## src/cmos_rtc_register_surface_core_macros.svh

```systemverilog
// ----------------------------------------------------------------------------
// CMOS RTC register surface: assertion macros
// Shared implication checks, clocked and disabled while reset is low.
// ----------------------------------------------------------------------------
`ifndef CMOS_RTC_REGISTER_SURFACE_CORE_MACROS_SVH
`define CMOS_RTC_REGISTER_SURFACE_CORE_MACROS_SVH

// same-cycle implication
`define CRRS_ASSERT_NOW(lbl, clk, rst_n, ante, cons) \
    lbl: assert property (@(posedge clk) disable iff (!rst_n) (ante) |-> (cons)) \
        else $error("crrs: same-cycle check failed");

// next-cycle implication
`define CRRS_ASSERT_NEXT(lbl, clk, rst_n, ante, cons) \
    lbl: assert property (@(posedge clk) disable iff (!rst_n) (ante) |=> (cons)) \
        else $error("crrs: next-cycle check failed");

`endif

```

## src/crrs_pkg.sv

```systemverilog
`timescale 1ns / 1ps
// ----------------------------------------------------------------------------
// crrs_pkg
// Types, register indexes and constants of the CMOS RTC register surface.
// ----------------------------------------------------------------------------
package crrs_pkg;

    localparam int AddrW       = 7;
    localparam int ByteW       = 8;
    localparam int KbW         = 22;
    localparam int StoreDepth  = 1 << AddrW;

    typedef logic [AddrW-1:0] t_addr;
    typedef logic [ByteW-1:0] t_byte;
    typedef logic [KbW-1:0]   t_kb;

    // bus access codes
    localparam logic CmdRead   = 1'b0;
    localparam logic CmdWrite  = 1'b1;
    localparam logic PortIndex = 1'b0;
    localparam logic PortData  = 1'b1;

    // register indexes
    localparam t_addr IdxWeekday = 7'h06;
    localparam t_addr IdxDate    = 7'h07;
    localparam t_addr IdxMonth   = 7'h08;
    localparam t_addr IdxYear    = 7'h09;
    localparam t_addr IdxA       = 7'h0A;
    localparam t_addr IdxB       = 7'h0B;
    localparam t_addr IdxC       = 7'h0C;
    localparam t_addr IdxD       = 7'h0D;
    localparam t_addr IdxBaseLo  = 7'h15;
    localparam t_addr IdxBaseHi  = 7'h16;
    localparam t_addr IdxExtLo   = 7'h17;
    localparam t_addr IdxExtHi   = 7'h18;
    localparam t_addr IdxExt2Lo  = 7'h30;
    localparam t_addr IdxExt2Hi  = 7'h31;
    localparam t_addr IdxCentury = 7'h32;
    localparam t_addr IdxHiLo    = 7'h34;
    localparam t_addr IdxHiHi    = 7'h35;
    localparam t_addr IdxAlias   = 7'h37;

    // register bits
    localparam t_byte BitUip    = 8'h80;
    localparam t_byte BitSet    = 8'h80;
    localparam t_byte BitUie    = 8'h10;
    localparam t_byte BitIrqf   = 8'h80;
    localparam t_byte SrcMask   = 8'h70;
    localparam t_byte IndexRead = 8'hFF;

    // reset contents
    localparam t_byte RstA       = 8'h26;
    localparam t_byte RstB       = 8'h02;
    localparam t_byte RstC       = 8'h00;
    localparam t_byte RstD       = 8'h80;
    localparam t_byte RstWeekday = 8'h06;
    localparam t_byte RstDate    = 8'h05;
    localparam t_byte RstMonth   = 8'h06;
    localparam t_byte RstYear    = 8'h26;
    localparam t_byte RstCentury = 8'h20;

    // memory-size seeding: 640 KB base, extended counts saturate at 16 bits
    localparam logic [15:0] BaseKb     = 16'h0280;
    localparam logic [15:0] ExtCap     = 16'hFFFF;
    localparam int          LowMemKb   = 1024;
    localparam int          HighMemKb  = 16 * 1024;
    localparam int          HiBlockSh  = 6;
    localparam t_kb         HiStartKb  = KbW'(HighMemKb - LowMemKb);

    typedef struct packed {
        logic  command;
        logic  port_select;
        t_byte write_data;
    } t_req;

    typedef struct packed {
        t_byte read_data;
        logic  irq_level;
        logic  nmi_mask;
    } t_rsp;

    // access leaving the input register
    typedef struct packed {
        logic  fire;
        logic  command;
        logic  port_select;
        t_addr eff;
        t_byte write_data;
    } t_access;

    typedef struct packed {
        logic  en;
        t_addr addr;
        t_byte data;
    } t_mem_wr;

    // reset value of plain store bytes
    function automatic t_byte store_reset(input t_addr a);
        t_byte v;
        case (a)
            IdxWeekday: v = RstWeekday;
            IdxDate:    v = RstDate;
            IdxMonth:   v = RstMonth;
            IdxYear:    v = RstYear;
            IdxCentury: v = RstCentury;
            default:    v = '0;
        endcase
        return v;
    endfunction

endpackage

```

## src/crrs_store.sv

```systemverilog
`timescale 1ns / 1ps
// ----------------------------------------------------------------------------
// crrs_store
// 128-byte general store: one write port, one registered read port, valid
// bits for reset contents, write-to-read bypass.
// ----------------------------------------------------------------------------
module crrs_store
    import crrs_pkg::*;
(
    input  logic    i_clk,
    input  logic    i_rst_n,
    input  logic    i_rd_en,
    input  t_addr   i_rd_addr,
    input  t_mem_wr i_wr,
    output t_byte   o_rd_data
);

    t_byte                 r_mem [StoreDepth];
    logic [StoreDepth-1:0] r_vld;
    t_byte                 r_rd_raw;
    logic                  r_rd_vld;
    logic                  r_fwd;
    t_byte                 r_fwd_data;
    t_addr                 r_rd_addr;

    always_ff @(posedge i_clk) begin
        if (i_wr.en) begin
            r_mem[i_wr.addr] <= i_wr.data;
        end
        if (i_rd_en) begin
            r_rd_raw   <= r_mem[i_rd_addr];
            r_rd_vld   <= r_vld[i_rd_addr];
            r_fwd      <= i_wr.en && (i_wr.addr == i_rd_addr);
            r_fwd_data <= i_wr.data;
            r_rd_addr  <= i_rd_addr;
        end
    end

    always_ff @(posedge i_clk) begin
        if (!i_rst_n) begin
            r_vld <= '0;
        end else if (i_wr.en) begin
            r_vld[i_wr.addr] <= 1'b1;
        end
    end

    // unwritten entries read as their reset byte
    assign o_rd_data = r_fwd    ? r_fwd_data :
                       r_rd_vld ? r_rd_raw   : store_reset(r_rd_addr);

endmodule

```

## src/crrs_regs.sv

```systemverilog
`timescale 1ns / 1ps
// ----------------------------------------------------------------------------
// crrs_regs
// Control registers A-D, interrupt line, memory-size bytes and the
// per-register data access rules.
// ----------------------------------------------------------------------------
`include "cmos_rtc_register_surface_core_macros.svh"

module crrs_regs
    import crrs_pkg::*;
(
    input  logic    i_clk,
    input  logic    i_rst_n,
    input  t_access i_acc,
    input  t_byte   i_mem_data,
    input  logic    i_cfg_valid,
    input  t_kb     i_cfg_data,
    output t_byte   o_read_data,
    output logic    o_irq,
    output t_mem_wr o_mem_wr
);

    t_byte r_reg_a, r_reg_b, r_reg_c, r_reg_d;
    logic  r_irq;
    t_byte r_base_lo, r_base_hi, r_ext_lo, r_ext_hi;
    t_byte r_ext2_lo, r_ext2_hi, r_hi_lo, r_hi_hi;

    t_byte n_reg_a, n_reg_b, n_reg_c, n_reg_d;
    logic  n_irq;
    t_byte n_base_lo, n_base_hi, n_ext_lo, n_ext_hi;
    t_byte n_ext2_lo, n_ext2_hi, n_hi_lo, n_hi_hi;

    logic        is_write, is_data;
    t_byte       cur_val, new_b;
    logic        kb_zero, kb_high;
    t_kb         kb_over;
    logic [15:0] seed_ext, seed_hi, seed_base;

    assign is_write = (i_acc.command == CmdWrite);
    assign is_data  = (i_acc.port_select == PortData);

    // memory-size seed from the config value
    assign kb_zero   = (i_cfg_data == '0);
    assign kb_high   = (i_cfg_data > HiStartKb);
    assign kb_over   = i_cfg_data - HiStartKb;
    assign seed_ext  = (|i_cfg_data[KbW-1:16]) ? ExtCap : i_cfg_data[15:0];
    assign seed_hi   = kb_high ? kb_over[KbW-1:HiBlockSh] : '0;
    assign seed_base = kb_zero ? '0 : BaseKb;

    always_comb begin
        n_reg_a   = r_reg_a;
        n_reg_b   = r_reg_b;
        n_reg_c   = r_reg_c;
        n_reg_d   = r_reg_d;
        n_irq     = r_irq;
        n_base_lo = r_base_lo;
        n_base_hi = r_base_hi;
        n_ext_lo  = r_ext_lo;
        n_ext_hi  = r_ext_hi;
        n_ext2_lo = r_ext2_lo;
        n_ext2_hi = r_ext2_hi;
        n_hi_lo   = r_hi_lo;
        n_hi_hi   = r_hi_hi;
        new_b     = i_acc.write_data;
        o_mem_wr  = '{en: 1'b0, addr: i_acc.eff, data: i_acc.write_data};

        case (i_acc.eff)
            IdxA:      cur_val = r_reg_a & ~BitUip;
            IdxB:      cur_val = r_reg_b;
            IdxC:      cur_val = r_reg_c;
            IdxD:      cur_val = r_reg_d;
            IdxBaseLo: cur_val = r_base_lo;
            IdxBaseHi: cur_val = r_base_hi;
            IdxExtLo:  cur_val = r_ext_lo;
            IdxExtHi:  cur_val = r_ext_hi;
            IdxExt2Lo: cur_val = r_ext2_lo;
            IdxExt2Hi: cur_val = r_ext2_hi;
            IdxHiLo:   cur_val = r_hi_lo;
            IdxHiHi:   cur_val = r_hi_hi;
            default:   cur_val = i_mem_data;
        endcase

        if (is_write) begin
            o_read_data = '0;
        end else if (is_data) begin
            o_read_data = cur_val;
        end else begin
            o_read_data = IndexRead;
        end

        if (i_acc.fire && is_data) begin
            if (!is_write) begin
                // read of C clears flags and drops the line
                if (i_acc.eff == IdxC) begin
                    n_reg_c = '0;
                    n_irq   = 1'b0;
                end
            end else begin
                case (i_acc.eff)
                    IdxA: begin
                        n_reg_a = (i_acc.write_data & ~BitUip) | (r_reg_a & BitUip);
                    end
                    IdxB: begin
                        if ((i_acc.write_data & BitSet) != '0) begin
                            new_b = i_acc.write_data & ~BitUie;
                        end
                        n_reg_b = new_b;
                        if ((new_b & r_reg_c & SrcMask) != '0) begin
                            n_reg_c = r_reg_c | BitIrqf;
                            n_irq   = 1'b1;
                        end else begin
                            n_reg_c = r_reg_c & ~BitIrqf;
                            n_irq   = 1'b0;
                        end
                    end
                    IdxC, IdxD: begin
                    end
                    IdxBaseLo: n_base_lo = i_acc.write_data;
                    IdxBaseHi: n_base_hi = i_acc.write_data;
                    IdxExtLo:  n_ext_lo  = i_acc.write_data;
                    IdxExtHi:  n_ext_hi  = i_acc.write_data;
                    IdxExt2Lo: n_ext2_lo = i_acc.write_data;
                    IdxExt2Hi: n_ext2_hi = i_acc.write_data;
                    IdxHiLo:   n_hi_lo   = i_acc.write_data;
                    IdxHiHi:   n_hi_hi   = i_acc.write_data;
                    default:   o_mem_wr.en = 1'b1;
                endcase
            end
        end
    end

    assign o_irq = n_irq;

    always_ff @(posedge i_clk) begin
        if (!i_rst_n) begin
            r_reg_a   <= RstA;
            r_reg_b   <= RstB;
            r_reg_c   <= RstC;
            r_reg_d   <= RstD;
            r_irq     <= 1'b0;
            r_base_lo <= '0;
            r_base_hi <= '0;
            r_ext_lo  <= '0;
            r_ext_hi  <= '0;
            r_ext2_lo <= '0;
            r_ext2_hi <= '0;
            r_hi_lo   <= '0;
            r_hi_hi   <= '0;
        end else begin
            r_reg_a <= n_reg_a;
            r_reg_b <= n_reg_b;
            r_reg_c <= n_reg_c;
            r_reg_d <= n_reg_d;
            r_irq   <= n_irq;
            if (i_cfg_valid) begin
                r_base_lo <= seed_base[7:0];
                r_base_hi <= seed_base[15:8];
                r_ext_lo  <= seed_ext[7:0];
                r_ext_hi  <= seed_ext[15:8];
                r_ext2_lo <= seed_ext[7:0];
                r_ext2_hi <= seed_ext[15:8];
                r_hi_lo   <= seed_hi[7:0];
                r_hi_hi   <= seed_hi[15:8];
            end else begin
                r_base_lo <= n_base_lo;
                r_base_hi <= n_base_hi;
                r_ext_lo  <= n_ext_lo;
                r_ext_hi  <= n_ext_hi;
                r_ext2_lo <= n_ext2_lo;
                r_ext2_hi <= n_ext2_hi;
                r_hi_lo   <= n_hi_lo;
                r_hi_hi   <= n_hi_hi;
            end
        end
    end

    `CRRS_ASSERT_NOW(a_irq_tracks_irqf, i_clk, i_rst_n, 1'b1, r_irq == r_reg_c[7])
    `CRRS_ASSERT_NEXT(a_c_read_clears, i_clk, i_rst_n, i_acc.fire && !is_write && is_data && (i_acc.eff == IdxC), (r_reg_c == '0) && !r_irq)
    `CRRS_ASSERT_NEXT(a_set_drops_uie, i_clk, i_rst_n, i_acc.fire && is_write && is_data && (i_acc.eff == IdxB) && i_acc.write_data[7], !r_reg_b[4])

endmodule

```

## src/cmos_rtc_register_surface_core.sv

```systemverilog
`timescale 1ns / 1ps
// ----------------------------------------------------------------------------
// cmos_rtc_register_surface_core
// Index/data register surface over a 128-byte clock and CMOS store.
//
//   channel   dir  handshake                   payload
//   -------   ---  --------------------------  ------------------------
//   request   in   i_req_valid / o_req_ready   i_req (t_req)
//   response  out  o_rsp_valid / i_rsp_ready   o_rsp (t_rsp)
//   config    in   i_cfg_valid / o_cfg_ready   i_cfg_data (22-bit KB)
//
// One request per cycle while o_req_ready is high; the input register and the
// store read register load together at the accepting edge, and the result
// register and o_rsp_valid load when the input stage advances, which waits
// while a held response occupies the result register.
// Synchronous active-low reset loads device defaults; no clearing pass,
// store bytes carry valid bits.
// A stalled response holds the result register; one more request can sit in
// the input stage before o_req_ready drops.
// ----------------------------------------------------------------------------
`include "cmos_rtc_register_surface_core_macros.svh"

module cmos_rtc_register_surface_core
    import crrs_pkg::*;
(
    input  logic i_clk,
    input  logic i_rst_n,
    input  logic i_req_valid,
    output logic o_req_ready,
    input  t_req i_req,
    output logic o_rsp_valid,
    input  logic i_rsp_ready,
    output t_rsp o_rsp,
    input  logic i_cfg_valid,
    output logic o_cfg_ready,
    input  t_kb  i_cfg_data
);

    // index latch and NMI mask advance at acceptance, so the store read
    // address is known at the accepting edge
    t_addr r_index, n_index;
    logic  r_nmi, n_nmi;

    // input stage
    logic  r_s1_valid;
    logic  r_s1_command;
    logic  r_s1_port;
    t_addr r_s1_eff;
    t_byte r_s1_wd;
    logic  r_s1_nmi;

    // result register
    logic  r_out_valid;
    t_rsp  r_out;

    logic    req_fire, s1_adv;
    t_addr   eff_idx;
    t_access acc;
    t_byte   mem_data, rd_data;
    logic    irq_next;
    t_mem_wr mem_wr;

    assign s1_adv      = r_s1_valid && (!r_out_valid || i_rsp_ready);
    assign o_req_ready = !r_s1_valid || s1_adv;
    assign req_fire    = i_req_valid && o_req_ready;
    assign o_cfg_ready = 1'b1;

    // index 0x37 is an alias of the century byte
    assign eff_idx = (r_index == IdxAlias) ? IdxCentury : r_index;

    always_comb begin
        n_index = r_index;
        n_nmi   = r_nmi;
        if (req_fire) begin
            if (i_req.port_select == PortIndex) begin
                if (i_req.command == CmdWrite) begin
                    n_index = i_req.write_data[AddrW-1:0];
                    n_nmi   = i_req.write_data[ByteW-1];
                end
            end else begin
                n_index = eff_idx;
            end
        end
    end

    always_ff @(posedge i_clk) begin
        if (!i_rst_n) begin
            r_index     <= '0;
            r_nmi       <= 1'b0;
            r_s1_valid  <= 1'b0;
            r_out_valid <= 1'b0;
        end else begin
            r_index <= n_index;
            r_nmi   <= n_nmi;
            if (req_fire) begin
                r_s1_valid <= 1'b1;
            end else if (s1_adv) begin
                r_s1_valid <= 1'b0;
            end
            if (s1_adv) begin
                r_out_valid <= 1'b1;
            end else if (i_rsp_ready) begin
                r_out_valid <= 1'b0;
            end
        end
    end

    always_ff @(posedge i_clk) begin
        if (req_fire) begin
            r_s1_command <= i_req.command;
            r_s1_port    <= i_req.port_select;
            r_s1_eff     <= eff_idx;
            r_s1_wd      <= i_req.write_data;
            r_s1_nmi     <= n_nmi;
        end
        if (s1_adv) begin
            r_out <= '{read_data: rd_data, irq_level: irq_next, nmi_mask: r_s1_nmi};
        end
    end

    assign acc = '{fire:        s1_adv,
                   command:     r_s1_command,
                   port_select: r_s1_port,
                   eff:         r_s1_eff,
                   write_data:  r_s1_wd};

    crrs_store u_store (
        .i_clk     (i_clk),
        .i_rst_n   (i_rst_n),
        .i_rd_en   (req_fire),
        .i_rd_addr (eff_idx),
        .i_wr      (mem_wr),
        .o_rd_data (mem_data)
    );

    crrs_regs u_regs (
        .i_clk       (i_clk),
        .i_rst_n     (i_rst_n),
        .i_acc       (acc),
        .i_mem_data  (mem_data),
        .i_cfg_valid (i_cfg_valid),
        .i_cfg_data  (i_cfg_data),
        .o_read_data (rd_data),
        .o_irq       (irq_next),
        .o_mem_wr    (mem_wr)
    );

    assign o_rsp_valid = r_out_valid;
    assign o_rsp       = r_out;

    `CRRS_ASSERT_NEXT(a_alias_resolved, i_clk, i_rst_n,
        req_fire && (i_req.port_select == PortData), r_index != IdxAlias)
    `CRRS_ASSERT_NEXT(a_s1_to_out, i_clk, i_rst_n, r_s1_valid && !r_out_valid, r_out_valid)
    `CRRS_ASSERT_NEXT(a_s1_held, i_clk, i_rst_n,
        r_s1_valid && !s1_adv, r_s1_valid && $stable(r_s1_eff))

endmodule

```

## config.mk

```make
export PLATFORM = sky130hd
export DESIGN_NAME = cmos_rtc_register_surface_core
export DESIGN_NICKNAME = d
export VERILOG_FILES = /design/src/crrs_pkg.sv /design/src/crrs_store.sv /design/src/crrs_regs.sv /design/src/cmos_rtc_register_surface_core.sv
export VERILOG_INCLUDE_DIRS = /design/src /design/src/src
export SDC_FILE = /design/constraint.sdc
export NUM_CORES = 2
export LEC_CHECK = 0
export BUFFER_PORTS_ARGS = -buffer_cell sky130_fd_sc_hd__buf_2
export CORE_UTILIZATION = 30
export DETAILED_ROUTE_END_ITERATION = 12
export SYNTH_ARGS = -nofsm -noshare
export SYNTH_HDL_FRONTEND = slang
export SYNTH_SLANG_ARGS = --single-unit
```

## constraint.sdc

```tcl
create_clock -name i_clk -period 2.9 [get_ports i_clk]
set_clock_uncertainty 0.05 [all_clocks]
set_input_delay 0.58 -clock i_clk [delete_from_list [all_inputs] [get_ports i_clk]]
set_output_delay 0.58 -clock i_clk [all_outputs]
set_load 0.01 [all_outputs]
```

==> results.txt <==
- Status: finished with violations
- The final reports fail on setup timing.
* First-pass GRT wire length: 221500 um
- The number of hold violations in the final report was 0.
- Total number of placement rows: 152
* Startpoint types: flip-flop
* H-tree levels: 4
* Pins over their slew limit: 0
- Maximum capacitance violations: 0
- Yosys printed 0 warnings.
- X dimension of the die: 417.4 um
- Clock transition at the registers of the reported paths: 60 ps
- Setup violations remaining at the end of the flow were counted as 2.
- Number of antenna violations at the first check in global routing: 4
* HP Class: in -> reg
- Clock root buffer: clkbuf_16
- Worst slew margin: 27.68%
- Critical path endpoint category: flip-flop
- For this block, the initial DRC count from the detailed router was 3716.
- Entering global routing, the biggest net connects 133 pins.
- Internal Pwr Total: 31.28 mW
- Fin crit share: 100.5%
- Die ar.: 174200 um^2
- Remaining antenna violation count after routing: 0
- The share of total power dissipated in sequential elements is 50.7%.
- For this run, the post-layout net count is 4035.
- DR DRC count: 0
* Distinct cell type count of the synthesized netlist: 89
* Largest stage delay on the critical path: 480 ps
- Reg2Reg Setup Slack: -20 ps
* Setup CP Type: reg -> reg
* Post-route design area: 62630 um^2
- The share of total power dissipated in the clock network is 44.0%.
* Average vias per placed instance: 5.207
- Insertion delay of the later-clocked pin in the worst-skew pair: 770 ps
- For this configuration, the core starts out at a cell density of 30.17%.
* DIE HEIGHT: 417.4 um
- The via count of the first global-routing pass is 32340.
* Transition time at the pin with the least slew margin: 1085 ps
- Total via count after detailed routing: 33440
* Switching power share of the total: 22.17%
- The largest individual stage delay along the critical path comes from the cell dfxtp_4.
- Across the VDD grid, the largest voltage drop is 0.6295 mV.
* Maximum fanout along the worst path: 12
- Across every metal layer, demand over resource in global routing totals 17.13%.
- For this design the ratio of total power to cell area is 641.7 nW/um^2.
* Final critical-path required period: 2916 ps
* Cell area after synthesis: 51760 um^2
* Unrepaired setup endpoints after global routing: true
- WL per Instance: 23.80 um
- The most numerous cell type found on the critical path is buf_4.
- Worst-case clock buffer depth: 3
* Fraction of the core area covered by cells at the end of the flow: 36.51%
- Synthesis produced 3566 cells.
- Number of buffer cells added on primary ports: 48
- Total wirelength of the detailed-routed design: 152900 um
* TritonCTS Sinks: 1289
- The analysis attributes to net switching a power of 8.910 mW.
* EDFF count, synth: 1070
* Leakage power of the design: 20.94 nW
- Setup slack after layout: -15.55 ps
- Critical path buffers and inverters: 3
* Cell breakdown of the critical path: buf_4 -> and2_1 -> buf_4 -> a41oi_1 -> o2111ai_2 -> nand4_1 -> nor4_4 -> buf_4 -> a32oi_1
- The post-route netlist has 20.04% of its cells at a drive strength greater than 1.
* Area growth from synthesis to layout: 21.01%
- Number of top-level pins: 50
* Per-instance average area after synthesis: 14.51 um^2
- The design draws 40.19 mW.
- The cell family contributing the most delay on the critical path is simple AND/OR/NAND/NOR gates.
- Synthesis inferred 1289 register bits.
- For this run, the leading register cell type out of synthesis is edfxtp_1.
* Dpl hpwl: 99420 um
- For this run, asynchronously set or reset flops after synthesis account for 0%.
- GRT Residual Overflow: 0
- Static timing analysis puts the maximum clock frequency at 343.0 MHz.
- First-pass DRT Iterations: 6
- Clock tree synthesis inserted a total of 138 buffers.
* Share of total power in combinational logic: 5.3%
- TritonCTS built the clock tree.
* Arrival time of the worst setup path: 3380 ps
- Final weighted congestion of routability-driven global placement: 0.8962
- Before CTS, the worst setup slack after placement is -534.3 ps.
- Number of standard cells in the layout, taps in and fillers out: 6423
- Counting tap cells, the placed design contains a total of 6146 instances.
- For this run, the register share of the synthesized area comes to 70.55%.
- Required time reported for the critical path endpoint: 3370 ps
* Post-detailed-placement cell area: 57500 um^2
- Standard cell core area: 171500 um^2
-- final timing paths --
path	start	to	depth (start not counted)
worst max-delay path	r_index[1]	u_store.r_rd_raw[2]	9
worst min-delay path	i_req[6]	r_s1_wd[6]	1
worst max register to register	r_index[1]	u_store.r_rd_raw[2]	9
worst min register to register	r_s1_nmi	o_rsp[0]	0
-- sequential cells by signal, indices dropped and copies added, names as in the netlist, 7 cells and up --
name,cells
r_index,7
u_store.r_fwd_data,8
u_regs.r_reg_a,7
u_store.r_rd_addr,7
u_regs.r_base_lo,8
u_store.r_rd_raw,8
u_regs.r_reg_b,8
u_regs.r_ext2_lo,8
u_regs.r_base_hi,8
u_store.r_vld,128
r_s1_wd,8
u_regs.r_ext2_hi,8
u_regs.r_hi_lo,8
u_regs.r_ext_hi,8
u_regs.r_hi_hi,8
u_regs.r_ext_lo,8
o_rsp,10
u_store.r_mem,1024
-- layout by cell type (no fill, tap or decap), types with 20 or more instances in the layout --
cell type  count
a211oi_1      33
o221ai_1      26
a222oi_1      21
edfxtp_1    1070
o21a_1       125
o22ai_1      123
mux2_2        83
o211ai_1      20
o21ai_0       89
a221oi_1      21
buf_2         47
mux2i_1      222
nor2b_1       28
buf_12        40
a22oi_1       38
o32ai_1       21
conb_1        97
nand3_1       52
and2_1        55
clkbuf_16    143
nand2_1      206
inv_1         34
buf_4        333
clkbuf_1      45
nor3_1        74
a2bb2oi_1     53
nand4_1       39
dfxtp_1      213
nor2_1       200
a21oi_1      100
-- worst reg2reg max path, delay by kind of cell, from the launching register on --
family / cells / cell delay (ps)
simple gates: 3 / 1020
buf+inv: 3 / 580
compound gates: 3 / 550
flops: 1 / 480
-- through the flow --
step	setup TNS, ps	hold WS, ps
after floorplan	0	350.3
after global placement	-2585	359.9
after detailed placement	-2912	359.7
after CTS	0	2.115
after global routing	-153.5	-1.475
final	-17.22	24.73
-- routing by layer --
metal / track usage (%) / wire, um
met5: 0 / 21
met4: 7.016 / 5420
met3: 3.006 / 11100
met2: 27.32 / 71640
met1: 23.02 / 64680
-- layout make-up --
class | instances | area (um^2)
flip-flops and latches | 1289 | 36530
inverters | 37 | 138.9
fillers | 16360 | 108900
diodes | 1 | 2.502
repair buffers | 445 | 3852
multi-input cells | 2085 | 14650
well taps | 2310 | 2890
clock inverters | 53 | 613.1
clock buffers | 203 | 3954
-- cells in the mapped netlist, types with 9 or more instances --
cell type,number,area share (%)
edfxtp_1,1070,62
mux2i_1,222,4.3
dfxtp_1,219,8.5
nand2_1,209,1.5
nor2_1,200,1.5
clkbuf_1,127,0.92
o21a_1,125,1.8
o22ai_1,123,1.5
a21oi_1,101,0.98
o21ai_0,91,0.88
mux2_2,83,1.8
buf_2,79,0.76
nor3_1,75,0.73
and2_1,57,0.69
a2bb2oi_1,54,0.91
nand3_1,52,0.50
nand4_1,39,0.47
a22oi_1,38,0.55
inv_1,34,0.25
a211oi_1,33,0.48
nor2b_1,29,0.35
o221ai_1,27,0.46
a221oi_1,25,0.42
buf_4,24,0.35
nor4_1,23,0.28
o31ai_1,22,0.32
a222oi_1,21,0.41
o32ai_1,21,0.36
o211ai_1,20,0.29
a32oi_1,18,0.30
mux4_2,18,0.78
o2111ai_1,18,0.30
buf_1,15,0.11
or3_1,14,0.17
a2111oi_0,13,0.22
o22a_1,13,0.22
a22o_1,12,0.20
a31oi_1,10,0.12
o211a_1,10,0.19
xnor2_1,10,0.17
a311oi_1,9,0.15
nand2b_1,9,0.11
-- power by group through the flow --
stage	sequential, mW	clock, mW	combinational (mW)
finish	20.4	17.7	2.13
global route	20.4	18.6	2.25
floorplan	20.8	0	1.01
detailed placement	20.7	0	2.05
global placement	20.7	0	2.04
CTS	20.4	17.9	2.09
-- what timing repair did --
action | in CTS | in global routing
gates cloned | 1 | 0
gates resized for setup | 39 | 38
hold endpoints to repair | 8 | 0
buffers inserted | 2 | 10
setup endpoints to repair | 9 | 9
hold buffers | 8 | 0
pin swaps | 19 | 23
-- cell families after synthesis --
kind of cell / synth area share [%]
AND/OR/NAND/NOR: 7.390
other: 0.01451
buffers and inverters: 2.519
multiplexers: 6.882
flip-flops: 70.55
AO/OA/AOI/OAI: 12.31
adder cells (fa/ha/maj): 0.04834
XOR/XNOR: 0.2877
Power figures use the tool's default switching activity.
